===== src/sv/ycgp_pkg.sv =====
`timescale 1ns / 1ps
// ----------------------------------------------------------------------------
// ycgp_pkg
// Shared types and constants of the luma gamma pixel pipeline.
// ----------------------------------------------------------------------------
package ycgp_pkg;

    localparam logic [15:0] Y_REF_Q8 = 16'd60160;  // 235.0 in Q8.8
    localparam logic [15:0] Y_MIN_Q8 = 16'd4096;   // 16.0 in Q8.8
    localparam logic [15:0] C_MID_Q8 = 16'd32768;  // 128.0 in Q8.8
    localparam logic [15:0] GAMMA_RESET = 16'd4096;

    // log2 in Q16 of a 16-bit value, same squaring scheme as the datapath
    function automatic logic [19:0] log2_q16_f(input logic [15:0] v);
        logic [63:0] m;
        logic [15:0] frac;
        logic [3:0]  p;
        p    = '0;
        frac = '0;
        for (int i = 0; i < 16; i++) begin
            if (v[i]) p = 4'(i);
        end
        m = 64'(v) << (30 - int'(p));
        for (int i = 15; i >= 0; i--) begin
            m = (m * m) >> 30;
            if (m >= 64'h8000_0000) begin
                m       = m >> 1;
                frac[i] = 1'b1;
            end
        end
        return {p, frac};
    endfunction

    localparam logic [19:0] LOG_REF = log2_q16_f(Y_REF_Q8);

    typedef struct packed {
        logic [15:0] cb;
        logic [15:0] cr;
    } t_chroma;

    typedef struct packed {
        logic        valid;
        logic [15:0] yq;
        t_chroma     ch;
    } t_csc;

    typedef struct packed {
        logic        valid;
        logic [19:0] lg;
        t_chroma     ch;
    } t_lgo;

    typedef struct packed {
        logic        valid;
        logic [15:0] y;
        t_chroma     ch;
    } t_luma;

    typedef struct packed {
        logic       valid;
        logic [7:0] r;
        logic [7:0] g;
        logic [7:0] b;
    } t_rgb;

endpackage


===== src/sv/ycgp_csc.sv =====
`timescale 1ns / 1ps
// ----------------------------------------------------------------------------
// ycgp_csc
// RGB to studio-range YCbCr, Q8.8 rounded, one register stage.
// ----------------------------------------------------------------------------
module ycgp_csc (
    input  logic         i_clk,
    input  logic         i_rst_n,
    input  logic         i_ce,
    input  logic         i_valid,
    input  logic [7:0]   i_red,
    input  logic [7:0]   i_green,
    input  logic [7:0]   i_blue,
    output ycgp_pkg::t_csc o_csc
);
    import ycgp_pkg::*;

    logic [20:0] y12, cb12, cr12;
    logic [20:0] y_rnd, cb_rnd, cr_rnd;
    t_csc        r_csc;

    always_comb begin
        y12  = 21'd1053 * 21'(i_red) + 21'd2064 * 21'(i_green) + 21'd401 * 21'(i_blue)
             + 21'd65536;
        cb12 = 21'd1798 * 21'(i_blue) + 21'd524288
             - 21'd606 * 21'(i_red) - 21'd1192 * 21'(i_green);
        cr12 = 21'd1798 * 21'(i_red) + 21'd524288
             - 21'd1507 * 21'(i_green) - 21'd291 * 21'(i_blue);
        y_rnd  = y12 + 21'd8;
        cb_rnd = cb12 + 21'd8;
        cr_rnd = cr12 + 21'd8;
    end

    always_ff @(posedge i_clk) begin
        if (!i_rst_n) begin
            r_csc.valid <= 1'b0;
        end else if (i_ce) begin
            r_csc.valid <= i_valid;
            r_csc.yq    <= y_rnd[19:4];
            r_csc.ch.cb <= cb_rnd[19:4];
            r_csc.ch.cr <= cr_rnd[19:4];
        end
    end

    assign o_csc = r_csc;
endmodule


===== config.mk =====
export PLATFORM = sky130hd
export DESIGN_NAME = ycgp_csc
export DESIGN_NICKNAME = d
export VERILOG_FILES = /design/src/sv/ycgp_pkg.sv /design/src/sv/ycgp_csc.sv
export SDC_FILE = /design/constraint.sdc
export NUM_CORES = 1
export LEC_CHECK = 0
export BUFFER_PORTS_ARGS = -buffer_cell sky130_fd_sc_hd__buf_2
export CAP_MARGIN = 15
export CELL_PAD_IN_SITES_DETAIL_PLACEMENT = 1
export CELL_PAD_IN_SITES_GLOBAL_PLACEMENT = 2
export CORE_ASPECT_RATIO = 1.25
export CORE_UTILIZATION = 43
export CTS_BUF_LIST = sky130_fd_sc_hd__clkbuf_2
export DETAILED_ROUTE_END_ITERATION = 6
export HOLD_SLACK_MARGIN = 0.02
export PLACE_DENSITY = 0.84
export SLEW_MARGIN = 20
export SYNTH_ARGS = -nofsm -noshare
export SYNTH_HDL_FRONTEND = slang
export SYNTH_SLANG_ARGS = --single-unit
export TNS_END_PERCENT = 50

===== constraint.sdc =====
create_clock -name i_clk -period 8.8 [get_ports i_clk]
set_clock_uncertainty 0.2 [all_clocks]
set_input_delay 1.32 -clock i_clk [delete_from_list [all_inputs] [get_ports i_clk]]
set_output_delay 1.32 -clock i_clk [all_outputs]
set_load 0.03 [all_outputs]

Word level (Yosys, flattened, before mapping)
Index checks and enable logic that the tools add are counted.
Operators by class
  add/sub/neg operators: 12
  multipliers: 9
  div/mod/pow operators: 0
  order comparisons: 0
  equal/unequal tests: 0
  shifts and indexed selects: 0
  muxes and demuxes: 0
  bitwise operators: 0
  reduce and logical (&&, ||, !) cells: 1
Operator list (number)
  $add A20 B4 Y20 const B: 3
  $mul A9 B8 Y17 const A: 3
  $add A19 B20 Y20 const B: 2
  $sub A20 B19 Y20: 2
  $mul A11 B8 Y19 const A: 2
  $mul A10 B8 Y18 const A: 2
  $mul A8 B8 Y16 const A: 2
  $add A19 B20 Y20: 1
  $add A20 B17 Y20: 1
  $add A20 B17 Y20 const B: 1
  $sub A20 B17 Y20: 1
  $sub A20 B18 Y20: 1
  $reduce_and A2 Y1: 1
Word-level totals
  register bits after elaboration: 49
  latch bits: 0
  RAM bits: 0
  memory bits (read-only): 0
  bits of input ports: 28
  output and inout bits: 49
  word-level logic and storage cells: 26
  memories kept: 0

Longest topological paths before layout
  depth after elaboration: 5
  depth in mapped cells: 28
  gate-level depth less buffers: 28

Worst setup path before layout
No wires, ideal clock.
  path type: in2reg
  start: in i_red[6]
  end: reg r_csc, in the netlist o_csc[14], data pin
  library setup time: 0.258 ns
  arrival time: 7.224 ns
  data required time: 8.342 ns
  setup slack: 1.119 ns
  stages on the path: 27
  path buffers: 0
  cell sequence: inv_1 > ha_1 > inv_1 > ha_1 > inv_1 > fa_1 > inv_1 > ha_1 > ha_1 > a21o_1 > a31o_2 > a21oi_1 > xor2_1 > inv_1 > ha_1 > fa_1 > fa_1 > fa_1 > inv_1 > ha_1 > nor2_1 > nor2_1 > a211oi_4 > a211oi_2 > or3_4 > a21oi_2 > xnor2_1
On the way
  longest elaborated chain between the ends: 5
RTL lines
  from (decl): RTL line ycgp_csc.sv:11  | input logic [7:0] i_red,
  $mul A10 B8 Y18: RTL line ycgp_csc.sv:27  | cr12 = 21'd1798 * 21'(i_red) + 21'd524288
  $add A19 B20 Y20: RTL line ycgp_csc.sv:27
  $sub A20 B19 Y20: RTL line ycgp_csc.sv:28  | - 21'd1507 * 21'(i_green) - 21'd291 * 21'(i_blue);
  $sub A20 B17 Y20: RTL line ycgp_csc.sv:28
  $add A20 B4 Y20: RTL line ycgp_csc.sv:31  | cr_rnd = cr12 + 21'd8;
  net cr_rnd[18]: RTL line ycgp_csc.sv:19  | logic [20:0] y_rnd, cb_rnd, cr_rnd;
  to (decl): RTL line ycgp_csc.sv:20  | t_csc r_csc;
The timed path passes the listed nets, and every way through them passes these cells.
A chain may end at the register's enable or synchronous reset.

Worst setup path in the final report
Same ends and word-level chain as after synthesis.

==> results.ini <==
[synthesis]
synth_edf_count = 48
synth-simple-area-share = 0.06195
syn-num-nets = 1988
synthArstFlopShare = 0
synth_cell_types = 48
synthTopCellsByCount = 384 x inv_1, 370 x ha_1, 186 x fa_1
syn_area_um2 = 13960
ys_warn_count = 0
yosys_most_used_dff = edfxtp_1
syn_inst = 1404
synthMuxAreaShare = 0.0007172
yosysMostFrequentCell = inv_1
yosys.area.top_type = ha_1
synth-seq-cells = 49
synthAdderAreaFrac = 0.5985
synth_area_per_cell_um2 = 9.941
netlist.area_leader.share = 0.3317
synth-compound-area-share = 0.07252
synth_xor_area_frac = 0.05836
synth_top_family_by_area = adder cells
ys_top_cells_by_area = ha_1 33%, fa_1 27%, edfxtp_1 10%
ys_seq_area_frac = 0.1047

[cells_and_area]
finalInstanceArea_um2 = 14960
final_nets = 2075
final_util = 0.4693
drive_gt1_frac = 0.07440
largest_reg_flops = 49
syn2layout_area_growth_pct = 7.190
fillCellCount = 3666

[worst_setup_path]
worstSetupStartpointType = input port
cp.required_ns = 9.01
critPathTopFamily = adder cells
path_buf_inv = 7
cp_max_fo = 10
cp-end-kind = flip-flop
cp.arrival_ns = 7.92
worst_path_largest_cell_delay_ns = 0.54
criticalPathCategory = input port to flip-flop
crit_path_top_delay_cell = fa_1

[global_route]
grt_antenna_before_repair = 4
grt_pass1_vias = 11070
track_usage = 0.2343
overflow = 0
grt_pass1_wl_um = 58560
grt_max_degree = 49

[floorplanning]
coreArea_um2 = 31880
die_h_um = 203.4
die_w_um = 163.1
dieArea_um2 = 33190
std_cell_rows = 73
initial_core_util = 0.4378
io_pins = 77

[timing]
hold_viol_final = 0
worst_pin_slew_ns = 0.7353
period_share = 0.8760
setup_viol = 0
final_max_slew_viol_count = 0
hold_ws_ns = 0.3384
fmax_mhz = 129.7
rsz0062_at_grt = false
slew_headroom = 0.5098
tns_ns = 0
post-route-min-period_ns = 7.709

[clock_tree]
clk_pin_slew_ns = 0.34
insertion_delay_ns = 0.61
htreeDepth = 2
clock_sinks = 49
cts_tree = yes
ctsRootBufferMaster = clkbuf_2
postCtsSetupBuffers = 0
hold_buffers = 0
numCtsBuffers = 5
cts_buffer_depth = 2
cts_resized = 0

[flow_run]
cap_violations = 0

[route]
vias = 9847
drc = 0
viasPerCell = 5.166
drtIter0Drc = 320
drtPass1Iterations = 4
postRouteAntennaNets = 0
wirelength_um = 36130
routedWlPerCell_um = 18.95

[place]
place_area_um2 = 14880
numPortBuffers = 76
dp_hpwl_um = 32210
gp_congestion = 0.8846

[min_path]
min_path_type = flip-flop to flip-flop

[outcome]
status = complete, no violations

[worst reg2reg max path, delay by kind of cell, from the launching register on]
kind             cells  cell delay (ns)
multiplexers         1             0.12
flip-flops           1             0.39
AND/OR/NAND/NOR      1             0.06
[final timing paths]
check | from | end | slack, ns | cells past startpoint
worst min register to register | o_csc[48] | o_csc[48] | 0.34 | 2
worst min-delay path | o_csc[48] | o_csc[48] | 0.34 | 2
worst max register to register | o_csc[48] | o_csc[48] | 8.00 | 2
worst max-delay path | i_red[6] | o_csc[14] | 1.09 | 28
[metal layers]
layer,track usage,part of all wire,vias up
met5,0,0.00075,-
met4,0.08178,0.032,4
met3,0.02237,0.020,44
met2,0.4554,0.55,114
met1,0.2595,0.40,4991
li1,-,-,4694
[metrics by stage]
step           setup slack [ns]  instances
3_3_place_gp             0.4992       1896
4_1_cts                   1.125       1904
6_report                  1.091       1906
3_5_place_dp             0.4005       1896
2_1_floorplan             1.119       1404
5_1_grt                  0.7195       1906
[cell usage in the layout (no fill, tap or decap), drive strengths merged, types with 8 or more instances in the layout]
master  instances
inv           384
ha            370
fa            186
buf            80
xnor2          61
edfxtp         48
a21oi          42
nor2           40
nand2          35
xor2           32
o21ai          26
nor3           25
nand3          18
a21o           16
or3            13
a211oi         12
o21a           11
and3            9
nor2b           9
o211ai          8
[final cells by class]
class	count	area (um2)	area share
repair buffers	80	410.4	0.02743
inverters	384	1441	0.09635
well taps	412	515.5	0.03446
clock inverters	3	46.29	0.003094
clock buffers	5	25.02	0.001673
multi-input cells	971	11060	0.7390
diodes	2	5.005	0.0003345
flip-flops and latches	49	1461	0.09768
[cells by family after synthesis]
group / count (synthesis)
buffers and inverters: 384
AO/OA/AOI/OAI: 149
multiplexers: 1
AND/OR/NAND/NOR: 172
adder cells (fa/ha/maj): 556
flip-flops: 49
XOR/XNOR: 93
Power is left out: the tool's default activity adds up to more than one toggle a clock period on the data nets, which glitch-free logic cannot reach.
