--- config.mk ---
export PLATFORM = sky130hd
export DESIGN_NAME = ycgp_back
export DESIGN_NICKNAME = d
export VERILOG_FILES = /design/src/sv/ycgp_pkg.sv /design/src/sv/ycgp_back.sv
export SDC_FILE = /design/constraint.sdc
export NUM_CORES = 1
export LEC_CHECK = 0
export ABC_AREA = 1
export BUFFER_PORTS_ARGS = -buffer_cell sky130_fd_sc_hd__buf_2
export CAP_MARGIN = 20
export CELL_PAD_IN_SITES_DETAIL_PLACEMENT = 2
export CELL_PAD_IN_SITES_GLOBAL_PLACEMENT = 2
export CORE_MARGIN = 3
export CORE_UTILIZATION = 35
export DETAILED_ROUTE_END_ITERATION = 7
export PLACE_DENSITY = 0.9
export SYNTH_ARGS = -nofsm -noshare
export SYNTH_HDL_FRONTEND = slang
export SYNTH_SLANG_ARGS = --single-unit
--- constraint.sdc ---
create_clock -name i_clk -period 4.45 [get_ports i_clk]
set_clock_uncertainty 0.2 [all_clocks]
set_input_delay 0.445 -clock i_clk [delete_from_list [all_inputs] [get_ports i_clk]]
set_output_delay 0.445 -clock i_clk [all_outputs]
set_load 0.005 [all_outputs]
--- src/sv/ycgp_pkg.sv ---
`timescale 1ns / 1ps
// ----------------------------------------------------------------------------
// ycgp_pkg
// Shared types and constants of the luma gamma pixel pipeline.
// ----------------------------------------------------------------------------
package ycgp_pkg;

    localparam logic [15:0] Y_REF_Q8 = 16'd60160;  // 235.0 in Q8.8
    localparam logic [15:0] Y_MIN_Q8 = 16'd4096;   // 16.0 in Q8.8
    localparam logic [15:0] C_MID_Q8 = 16'd32768;  // 128.0 in Q8.8
    localparam logic [15:0] GAMMA_RESET = 16'd4096;

    // log2 in Q16 of a 16-bit value, same squaring scheme as the datapath
    function automatic logic [19:0] log2_q16_f(input logic [15:0] v);
        logic [63:0] m;
        logic [15:0] frac;
        logic [3:0]  p;
        p    = '0;
        frac = '0;
        for (int i = 0; i < 16; i++) begin
            if (v[i]) p = 4'(i);
        end
        m = 64'(v) << (30 - int'(p));
        for (int i = 15; i >= 0; i--) begin
            m = (m * m) >> 30;
            if (m >= 64'h8000_0000) begin
                m       = m >> 1;
                frac[i] = 1'b1;
            end
        end
        return {p, frac};
    endfunction

    localparam logic [19:0] LOG_REF = log2_q16_f(Y_REF_Q8);

    typedef struct packed {
        logic [15:0] cb;
        logic [15:0] cr;
    } t_chroma;

    typedef struct packed {
        logic        valid;
        logic [15:0] yq;
        t_chroma     ch;
    } t_csc;

    typedef struct packed {
        logic        valid;
        logic [19:0] lg;
        t_chroma     ch;
    } t_lgo;

    typedef struct packed {
        logic        valid;
        logic [15:0] y;
        t_chroma     ch;
    } t_luma;

    typedef struct packed {
        logic       valid;
        logic [7:0] r;
        logic [7:0] g;
        logic [7:0] b;
    } t_rgb;

endpackage

--- src/sv/ycgp_back.sv ---
`timescale 1ns / 1ps
// ----------------------------------------------------------------------------
// ycgp_back
// YCbCr back to RGB in Q20: product stage, then sum and clamp stage.
// ----------------------------------------------------------------------------
module ycgp_back (
    input  logic            i_clk,
    input  logic            i_rst_n,
    input  logic            i_ce,
    input  ycgp_pkg::t_luma i_luma,
    output ycgp_pkg::t_rgb  o_rgb
);
    import ycgp_pkg::*;

    typedef struct packed {
        logic               valid;
        logic signed [31:0] py;
        logic signed [31:0] pr_cr;
        logic signed [31:0] pg_cb;
        logic signed [31:0] pg_cr;
        logic signed [31:0] pb_cb;
    } t_prod;

    function automatic logic [7:0] to_channel(input logic signed [31:0] v);
        if (v <= 32'sd0)          return 8'd0;
        else if (v[30:20] > 11'd255) return 8'd255;
        else                      return v[27:20];
    endfunction

    logic signed [31:0] yd, cbd, crd;
    t_prod              r_pr;
    t_rgb               r_rgb;

    always_comb begin
        yd  = $signed(32'(i_luma.y - Y_MIN_Q8));
        cbd = $signed(32'(i_luma.ch.cb)) - $signed(32'(C_MID_Q8));
        crd = $signed(32'(i_luma.ch.cr)) - $signed(32'(C_MID_Q8));
    end

    always_ff @(posedge i_clk) begin
        if (!i_rst_n) begin
            r_pr.valid <= 1'b0;
        end else if (i_ce) begin
            r_pr.valid <= i_luma.valid;
            r_pr.py    <= 32'sd4768 * yd;
            r_pr.pr_cr <= 32'sd6537 * crd;
            r_pr.pg_cb <= 32'sd1606 * cbd;
            r_pr.pg_cr <= 32'sd3330 * crd;
            r_pr.pb_cb <= 32'sd8262 * cbd;
        end
    end

    always_ff @(posedge i_clk) begin
        if (!i_rst_n) begin
            r_rgb.valid <= 1'b0;
        end else if (i_ce) begin
            r_rgb.valid <= r_pr.valid;
            r_rgb.r     <= to_channel(r_pr.py + r_pr.pr_cr);
            r_rgb.g     <= to_channel(r_pr.py - r_pr.pg_cb - r_pr.pg_cr);
            r_rgb.b     <= to_channel(r_pr.py + r_pr.pb_cb);
        end
    end

    assign o_rgb = r_rgb;
endmodule

[Word level (Yosys, flattened, before mapping)]
Index checks and enable logic that the tools add are counted.
Word-level totals
  word-level logic and storage cells: 32
  bits of input ports: 52
  output and inout bits: 25
  flip-flop bits (word level): 178
Cells by class
  order comparisons: 6
  mux-type cells: 3
  multipliers: 5
  reduce and logical (&&, ||, !) cells: 1
  $add $sub $neg: 7
Operators by type and width (number)
  32-bit by 1-bit <= comparator with 1-bit output, second input constant: 3
  32-bit adder: 2
  32-bit subtractor: 2
  14-bit by 17-bit multiplier with 31-bit output, first input constant: 2
  16-bit by 16-bit subtractor with 17-bit output, second input constant: 2
  11-bit by 8-bit greater-than comparator with 1-bit output, second input constant: 3
  12-bit by 17-bit multiplier with 29-bit output, first input constant: 1
  11-bit by 17-bit multiplier with 28-bit output, first input constant: 1
  9-bit by 17-bit multiplier with 26-bit output, first input constant: 1
  8-bit two-way mux: 3
  16-bit by 13-bit subtractor with 17-bit output, second input constant: 1
  2-bit AND reduction: 1

[Logic depth before layout (Yosys ltp)]
Gate-level depths: netlist of the first run.
  word-level depth: 4
  mapped depth: 22
  depth with buffers taken out: 22

[Worst setup path after synthesis of the first run]
No wires, ideal clock.
  path kind: input port to flip-flop
  start point: input port i_luma[1] in the netlist's numbering
  end point: register r_pr[120] in the netlist's numbering, data pin
  setup slack: -395 ps
  setup time: 259 ps
  stages on the path: 20
  arrival time: 4386 ps
  buffers on the path: 0
  data required time: 3991 ps
  cell sequence: ha_1 > inv_1 > fa_1 > inv_1 > fa_1 > fa_1 > ha_1 > inv_1 > fa_1 > inv_1 > ha_1 > a21oi_1 > o21a_1 > nand2_1 > a21o_1 > nand3_1 > nand2_1 > nand2_1 > nand2_1 > xor2_1
Between the ends
  word-level cells in the longest chain between the ends: 2
Ends and longest elaborated chain
  start: declaration: RTL line ycgp_back.sv:10  | input ycgp_pkg::t_luma i_luma,
  16-bit by 16-bit subtractor with 17-bit output: RTL line ycgp_back.sv:37  | crd = $signed(32'(i_luma.ch.cr)) - $signed(32'(C_MID_Q8));
  14-bit by 17-bit multiplier with 31-bit output: RTL line ycgp_back.sv:46  | r_pr.pr_cr <= 32'sd6537 * crd;
  end: declaration: RTL line ycgp_back.sv:31  | t_prod r_pr;
No other way between the ends.
A chain may end at the register's enable or synchronous reset.

[Worst setup path after layout of the first run]
  start point: input port i_luma[37] in the netlist's numbering
  end point: register r_pr[150] in the netlist's numbering, data pin
Between the ends
  word-level cells in the longest chain between the ends: 2
Ends and longest elaborated chain
  16-bit by 13-bit subtractor with 17-bit output: RTL line ycgp_back.sv:35  | yd = $signed(32'(i_luma.y - Y_MIN_Q8));
  9-bit by 17-bit multiplier with 26-bit output: RTL line ycgp_back.sv:45  | r_pr.py <= 32'sd4768 * yd;
No other way between the ends.

==> impl_metrics.env, run 1 <==
export IMPL_finalHoldViolCount=0
export IMPL_area_growth_pct=28.9
export IMPL_synth_top_family_by_area="adder cells"
export IMPL_row_count=101
export IMPL_grt_pass1_wl_um=255000
export IMPL_tightestPinTransition_ns=1.05
export IMPL_worstPathMaxFanout=4
export IMPL_instances_no_fill=5070
export IMPL_clk_pin_slew_worst_paths_ns=0.09
export IMPL_period_needed_ns=5.16
export IMPL_drcViolationCount=0
export IMPL_synth_xor_area_share_pct=5.40
export IMPL_synthAdderAreaFrac_pct=36.6
export IMPL_cts_max_level=4
export IMPL_dp_hpwl_um=112000
export IMPL_syn_inst=3566
export IMPL_cts_root_buffer="clkbuf_16"
export IMPL_fmax_mhz=194
export IMPL_rsz0062_at_grt="yes"
export IMPL_grt_pass1_vias=34888
export IMPL_cap_violations=0
export IMPL_die_area_um2=80700
export IMPL_muxShareOfSynthArea_pct=0.0416
export IMPL_setup_ws_ns=-0.707
export IMPL_reg2reg_from="r_pr[43]"
export IMPL_synth_main_ff_cell="edfxtp_1"
export IMPL_viasPerCell=6.54
export IMPL_crit_chain="buf_2 -> ha_1 -> ha_1 -> ha_1 -> inv_1 -> fa_1 -> inv_1 -> ha_1 -> inv_1 -> fa_1 -> o21ai_2 -> a31oi_4 -> o21ai_1 -> a21boi_1 -> o21ai_1 -> xor2_2"
export IMPL_critical_path_arrival_ns=5.31
export IMPL_cp_end_kind="flip-flop"
export IMPL_crit_top_cell="ha_1"
export IMPL_core_area_um2=76300
export IMPL_chipWidth_um=284
export IMPL_clock_path_buffers=2
export IMPL_drive_gt1_share_pct=22.4
export IMPL_start_util_pct=35.5
export IMPL_syn_avg_cell_area_um2=7.59
export IMPL_n_fill_cell=8720
export IMPL_holdCritStartpoint="i_luma[48]"
export IMPL_setup_viol=76
export IMPL_ys_warn_count=0
export IMPL_crit_buf_inv=4
export IMPL_synth_async_sr_flop_share_pct=0
export IMPL_antenna_found_initial=23
export IMPL_vias=33140
export IMPL_yosysUniqueCellTypes=50
export IMPL_multi_input_area_um2=21300
export IMPL_timing_final_crit_share_pct=116
export IMPL_nNetsFinal=4730
export IMPL_cts_sinks=164
export IMPL_regArea_um2=4900
export IMPL_grt_max_degree=81
export IMPL_cts_buffers_inserted=17
export IMPL_synthSimpleGateAreaFrac_pct=19.2
export IMPL_synth_seq_area_share_pct=18.1
export IMPL_cts_tree="yes"
export IMPL_io_pins=77
export IMPL_hold_class="in2reg"
export IMPL_cpPeakStageDelay_ns=0.67
export IMPL_avgRoutedWirePerCell_um=40.9
export IMPL_maxSlewHeadroom_pct=30.1
export IMPL_grt_overflow=0
export IMPL_placed_cells=4975
export IMPL_cp_slowest_cell="fa_1"
export IMPL_drt_initial_drc_count=4538
export IMPL_ant_nets=0
export IMPL_critical_path_startpoint="i_luma[37]"
export IMPL_crit_family="adder cells"
export IMPL_grtUsageTotal_pct=43.2
export IMPL_synth_area_um2=27100
export IMPL_insertion_delay_ns=0.57
export IMPL_die_y_um=284
export IMPL_ys_seq_elements=164
export IMPL_synth_compound_area_share_pct=7.56
export IMPL_synth_nets=4283
export IMPL_crit_path_start_kind="input port"
export IMPL_required_ns=4.60
export IMPL_drt_pass1_iter_count=5
export IMPL_violations="setup timing"
export IMPL_wl_um=207000
export IMPL_status="finished, violations left"
export IMPL_place_congestion=0.904
export IMPL_report_final_slew_viol_count=0
export IMPL_synth_edff_count=162
export IMPL_path_class="in2reg"
export IMPL_numPortBuffers=76
## metal layers
metal	global-route usage [%]	part of all wire (%)	up-vias
met1	47.3	34	16360
met5	0	0.082	-
met4	34.8	10	16
li1	-	-	12002
met2	68.0	42	3322
met3	14.9	13	1440
## cell families after synthesis
group / Yosys count
buffers and inverters: 941
AOI/OAI and AO/OA: 368
DFF: 164
xor gates and xnor gates: 167
muxes: 1
adders and majority gates: 665
and+or+nand+nor: 1260
## sequential cells by signal, indices dropped and copies added, names as in the netlist
| name | count |
|---|---|
| r_pr | 139 |
| o_rgb | 25 |
## path summary, 6_finish.rpt
kind / slack [ns] / depth (start not counted) / to
worst min register to register: 0.39 / 2 / o_rgb[24]
worst max-delay path: -0.71 / 16 / r_pr[150]
worst min-delay path: 0.05 / 3 / r_pr[160]
worst max register to register: -0.35 / 18 / o_rgb[15]
## synth_stat cells (2+ instances only)
library cell | instances | area [um^2]
a21boi_0 | 4 | 30.0
a21boi_1 | 2 | 15.0
a21o_1 | 12 | 90.1
a21oi_1 | 191 | 956
a21oi_2 | 3 | 26.3
a221oi_1 | 3 | 26.3
a31oi_1 | 9 | 56.3
and2_1 | 8 | 50.1
clkbuf_1 | 3 | 11.3
dfxtp_1 | 2 | 40.0
edfxtp_1 | 162 | 4860
fa_1 | 212 | 4240
ha_1 | 453 | 5670
inv_1 | 937 | 3520
nand2_1 | 738 | 2770
nand2_2 | 12 | 75.1
nand3_1 | 139 | 696
nand3_2 | 4 | 40.0
nand3b_1 | 7 | 52.6
nand4_1 | 37 | 231
nor2_1 | 263 | 987
nor2_2 | 7 | 43.8
nor3_1 | 30 | 150
nor4_1 | 5 | 31.3
o211ai_1 | 3 | 22.5
o21a_1 | 11 | 82.6
o21ai_0 | 91 | 455
o21ai_1 | 7 | 35.0
o21ai_2 | 2 | 17.5
o21bai_1 | 20 | 150
o221ai_1 | 2 | 17.5
o31ai_1 | 2 | 15.0
or2_2 | 3 | 18.8
xnor2_1 | 56 | 490
xor2_1 | 111 | 972
## what timing repair did
item                                    in CTS  in global routing
buffers inserted                            18                 31
gates resized for setup                    251                293
endpoints found under the setup margin      55                 73
hold endpoints to repair                     1                  0
pin swaps                                   88                 93
hold buffers                                 1                  0
## tightest hold or removal path: stages
cell,delay [ns]
buf_2,0.10
nor2_1,0.12
nor2_1,0.09
## final cells by class
cell class                 count  area share (%)
multi-input combinational   2461            61.0
sequential                   164            14.0
inverter                     938            10.1
timing repair buffer         431            9.39
tap                         1030            3.69
clock buffer                  18            1.23
clock inverter                14           0.437
antenna                       14           0.100
## cells in the final DEF, fill, tap and decap left out, types with 17 or more instances in the layout
cell / n
inv_2: 43
nand3_1: 122
edfxtp_1: 162
nand4_1: 37
a21oi_2: 48
xnor2_1: 47
nor2_1: 235
buf_2: 57
ha_4: 89
o21bai_1: 18
clkbuf_16: 17
ha_1: 353
xor2_1: 89
nand2_2: 54
nand2_1: 688
fa_1: 199
buf_6: 20
nor3_1: 21
inv_1: 890
a21oi_1: 130
o21ai_0: 57
o21ai_2: 22
buf_4: 338
nor2_2: 20
## metrics by stage
| step | setup slack [ns] | hold slack (ns) | util [%] | area, um^2 | TNS, ns |
|---|---|---|---|---|---|
| global route | -0.733 | 0.0537 | 45.7 | 34900 | -18.21 |
| detailed placement | -1.02 | 0.341 | 41.0 | 31300 | -38.09 |
| floorplan | -0.194 | 0.248 | - | 27300 | -1.15 |
| CTS | -0.248 | 0.00414 | 43.5 | 33200 | -1.38 |
| global placement | -0.601 | 0.262 | 41.0 | 31300 | -15.53 |
| finish | -0.707 | 0.0544 | 45.7 | 34900 | -18.13 |
Power of run 1 is not shown: default switching activity piles up to over one toggle a cycle in this logic, so the estimate is an artifact.
==> inputs of run 2 (changes only) <==
--- a/config.mk
+++ b/config.mk
@@ -13,7 +13,8 @@
 export CORE_MARGIN = 3
 export CORE_UTILIZATION = 35
 export DETAILED_ROUTE_END_ITERATION = 7
-export PLACE_DENSITY = 0.9
+export PLACE_DENSITY = 0.75
+export SETUP_SLACK_MARGIN = 0.05
 export SYNTH_ARGS = -nofsm -noshare
 export SYNTH_HDL_FRONTEND = slang
 export SYNTH_SLANG_ARGS = --single-unit
==> run 2 against run 1 <==
The flow still finishes with violations (setup timing). Via count down 14%. Sequential share of layout area up 0.24 points. Die area unchanged. Critical path depth up 3. Fmax up 4.5%. First-iteration DRC count down 55%. Core utilization down 0.78 points. Non-clock buffer count up 25. Global-route usage down 11 points. Worst hold slack worse by 0.053 ns. Critical endpoint is now r_pr[125]. Largest cell class unchanged.
==> impl_metrics.env, run 2 (synthesis gave the netlist of run 1 again) <==
export IMPL_area_growth_pct=26.7
export IMPL_report_final_slew_viol_count=0
export IMPL_status="finished, violations left"
export IMPL_largest_reg_flops=139
export IMPL_drt_pass1_iter_count=5
export IMPL_reg2reg_slack_ns=0.45
export IMPL_reg2reg_from="r_pr[152]"
export IMPL_grt_pass1_vias=30824
export IMPL_cts_sinks=164
export IMPL_rsz0062_at_grt="yes"
export IMPL_mostFrequentLayoutCell="inv_1"
export IMPL_maxSlewHeadroom_pct=48.3
export IMPL_required_ns=4.49
export IMPL_placed_cell_area_um2=31700
export IMPL_largest_register="r_pr"
export IMPL_antenna_found_initial=9
export IMPL_fin_area_um2=34300
export IMPL_setup_ws_ns=-0.486
export IMPL_holdCritStartpoint="i_ce"
export IMPL_cts_root_buffer="clkbuf_16"
export IMPL_drive_gt1_share_pct=19.7
export IMPL_hold_worst_slack_ns=0.00165
export IMPL_setup_viol=43
export IMPL_die_y_um=284
export IMPL_vias=28521
export IMPL_violations="setup timing"
export IMPL_grt_overflow=0
export IMPL_cts_buffers_inserted=17
export IMPL_hold_path_depth=3
export IMPL_hold_path_endpoint="o_rgb[24]"
export IMPL_core_area_um2=76300
export IMPL_wl_um=155000
export IMPL_tightestPinTransition_ns=0.775
export IMPL_io_pins=77
export IMPL_chipWidth_um=284
export IMPL_finalHoldViolCount=0
export IMPL_nNetsFinal=4755
export IMPL_dp_hpwl_um=99000
export IMPL_r2r_end="o_rgb[15]"
export IMPL_period_needed_ns=4.94
export IMPL_critical_path_arrival_ns=4.98
export IMPL_drt_initial_drc_count=2041
export IMPL_path_class="in2reg"
export IMPL_cts_max_level=4
export IMPL_worstPathMaxFanout=4
export IMPL_grt_max_degree=107
export IMPL_fmax_mhz=203
export IMPL_clock_path_buffers=2
export IMPL_grt_pass1_wl_um=197000
export IMPL_insertion_delay_ns=0.53
export IMPL_die_area_um2=80700
export IMPL_cp_end_kind="flip-flop"
export IMPL_drcViolationCount=0
export IMPL_dr_wl_met3_um=9760
export IMPL_reg2regPathDepth=13
export IMPL_post_place_ws_ns=-1.01
export IMPL_start_util_pct=35.5
export IMPL_cap_violations=0
export IMPL_row_count=101
export IMPL_n_fill_cell=8673
export IMPL_timing_final_crit_share_pct=111
export IMPL_cts_tree="yes"
export IMPL_clk_pin_slew_worst_paths_ns=0.10
export IMPL_grtUsageTotal_pct=32.3
export IMPL_final_cell_mix="inv_1, nand2_1, ha_1"
export IMPL_numPortBuffers=76
export IMPL_top_layer="met5"
export IMPL_ant_nets=0
export IMPL_dr_wl_met2_um=72900
export IMPL_place_congestion=0.908
export IMPL_avgRoutedWirePerCell_um=30.4
export IMPL_crit_path_start_kind="input port"
export IMPL_hold_class="in2reg"
export IMPL_viasPerCell=5.61
export IMPL_wl_met1_um=58700
## run 2: worst max-delay path by stage
stage               slack (ns)  cells after the start        from        end
detailed placement       -1.01                     20   i_luma[3]  r_pr[124]
global route             -0.56                     19  i_luma[10]  r_pr[125]
global placement         -0.60                     20   i_luma[3]  r_pr[124]
CTS                      -0.07                     19   i_luma[1]  r_pr[125]
finish                   -0.49                     19  i_luma[10]  r_pr[125]
floorplan                -0.19                     20   i_luma[2]  r_pr[120]
## run 2: per-stage QoR
step	TNS (ns)	std cells	util, %
3_5_place_dp	-33.70	5021	41.5
5_1_grt	-10.50	5081	45.0
6_report	-8.30	5085	45.0
3_3_place_gp	-16.74	5021	41.5
2_1_floorplan	-1.15	3566	-
4_1_cts	-0.150	5065	43.1
## run 2: per-layer routing
| layer | vias to the layer above | global-route usage (%) |
|---|---|---|
| met5 | - | 0 |
| met4 | 6 | 18.9 |
| met3 | 690 | 4.93 |
| met2 | 1383 | 56.0 |
| met1 | 14385 | 37.9 |
| li1 | 12057 | - |
## run 2: cell type report
class                      instances  area (um^2)  area share, %
inverter                         938         3540           10.3
multi-input combinational       2461        20600           60.0
timing repair buffer             456         3400           9.92
tap                             1030         1290           3.75
clock inverter                    14          150          0.437
antenna                            4         10.0         0.0292
clock buffer                      18          429           1.25
sequential                       164         4900           14.3
## run 2: critical path, stage by stage
cell and delay [ns]:
buf_2 0.15, buf_4 0.17, ha_4 0.25, fa_1 0.55, inv_1 0.07, fa_1 0.49
xnor2_2 0.22, xor2_1 0.25, ha_1 0.21, inv_1 0.06, fa_1 0.51, inv_1 0.08
ha_1 0.31, nand2_1 0.18, buf_4 0.16, o21ai_0 0.15, a21oi_1 0.34, o311ai_2 0.19
xor2_1 0.20
## run 2: what timing repair did
| item | 4_1_cts | 5_1_grt |
|---|---|---|
| gates cloned | 0 | 0 |
| gates resized for setup | 129 | 260 |
| hold endpoints to repair | 2 | 0 |
| setup buffers | 9 | 21 |
| hold buffers | 3 | 0 |
| pin swaps | 77 | 97 |
| setup endpoints to repair | 40 | 58 |
Power of run 2 is left out for the same reason.
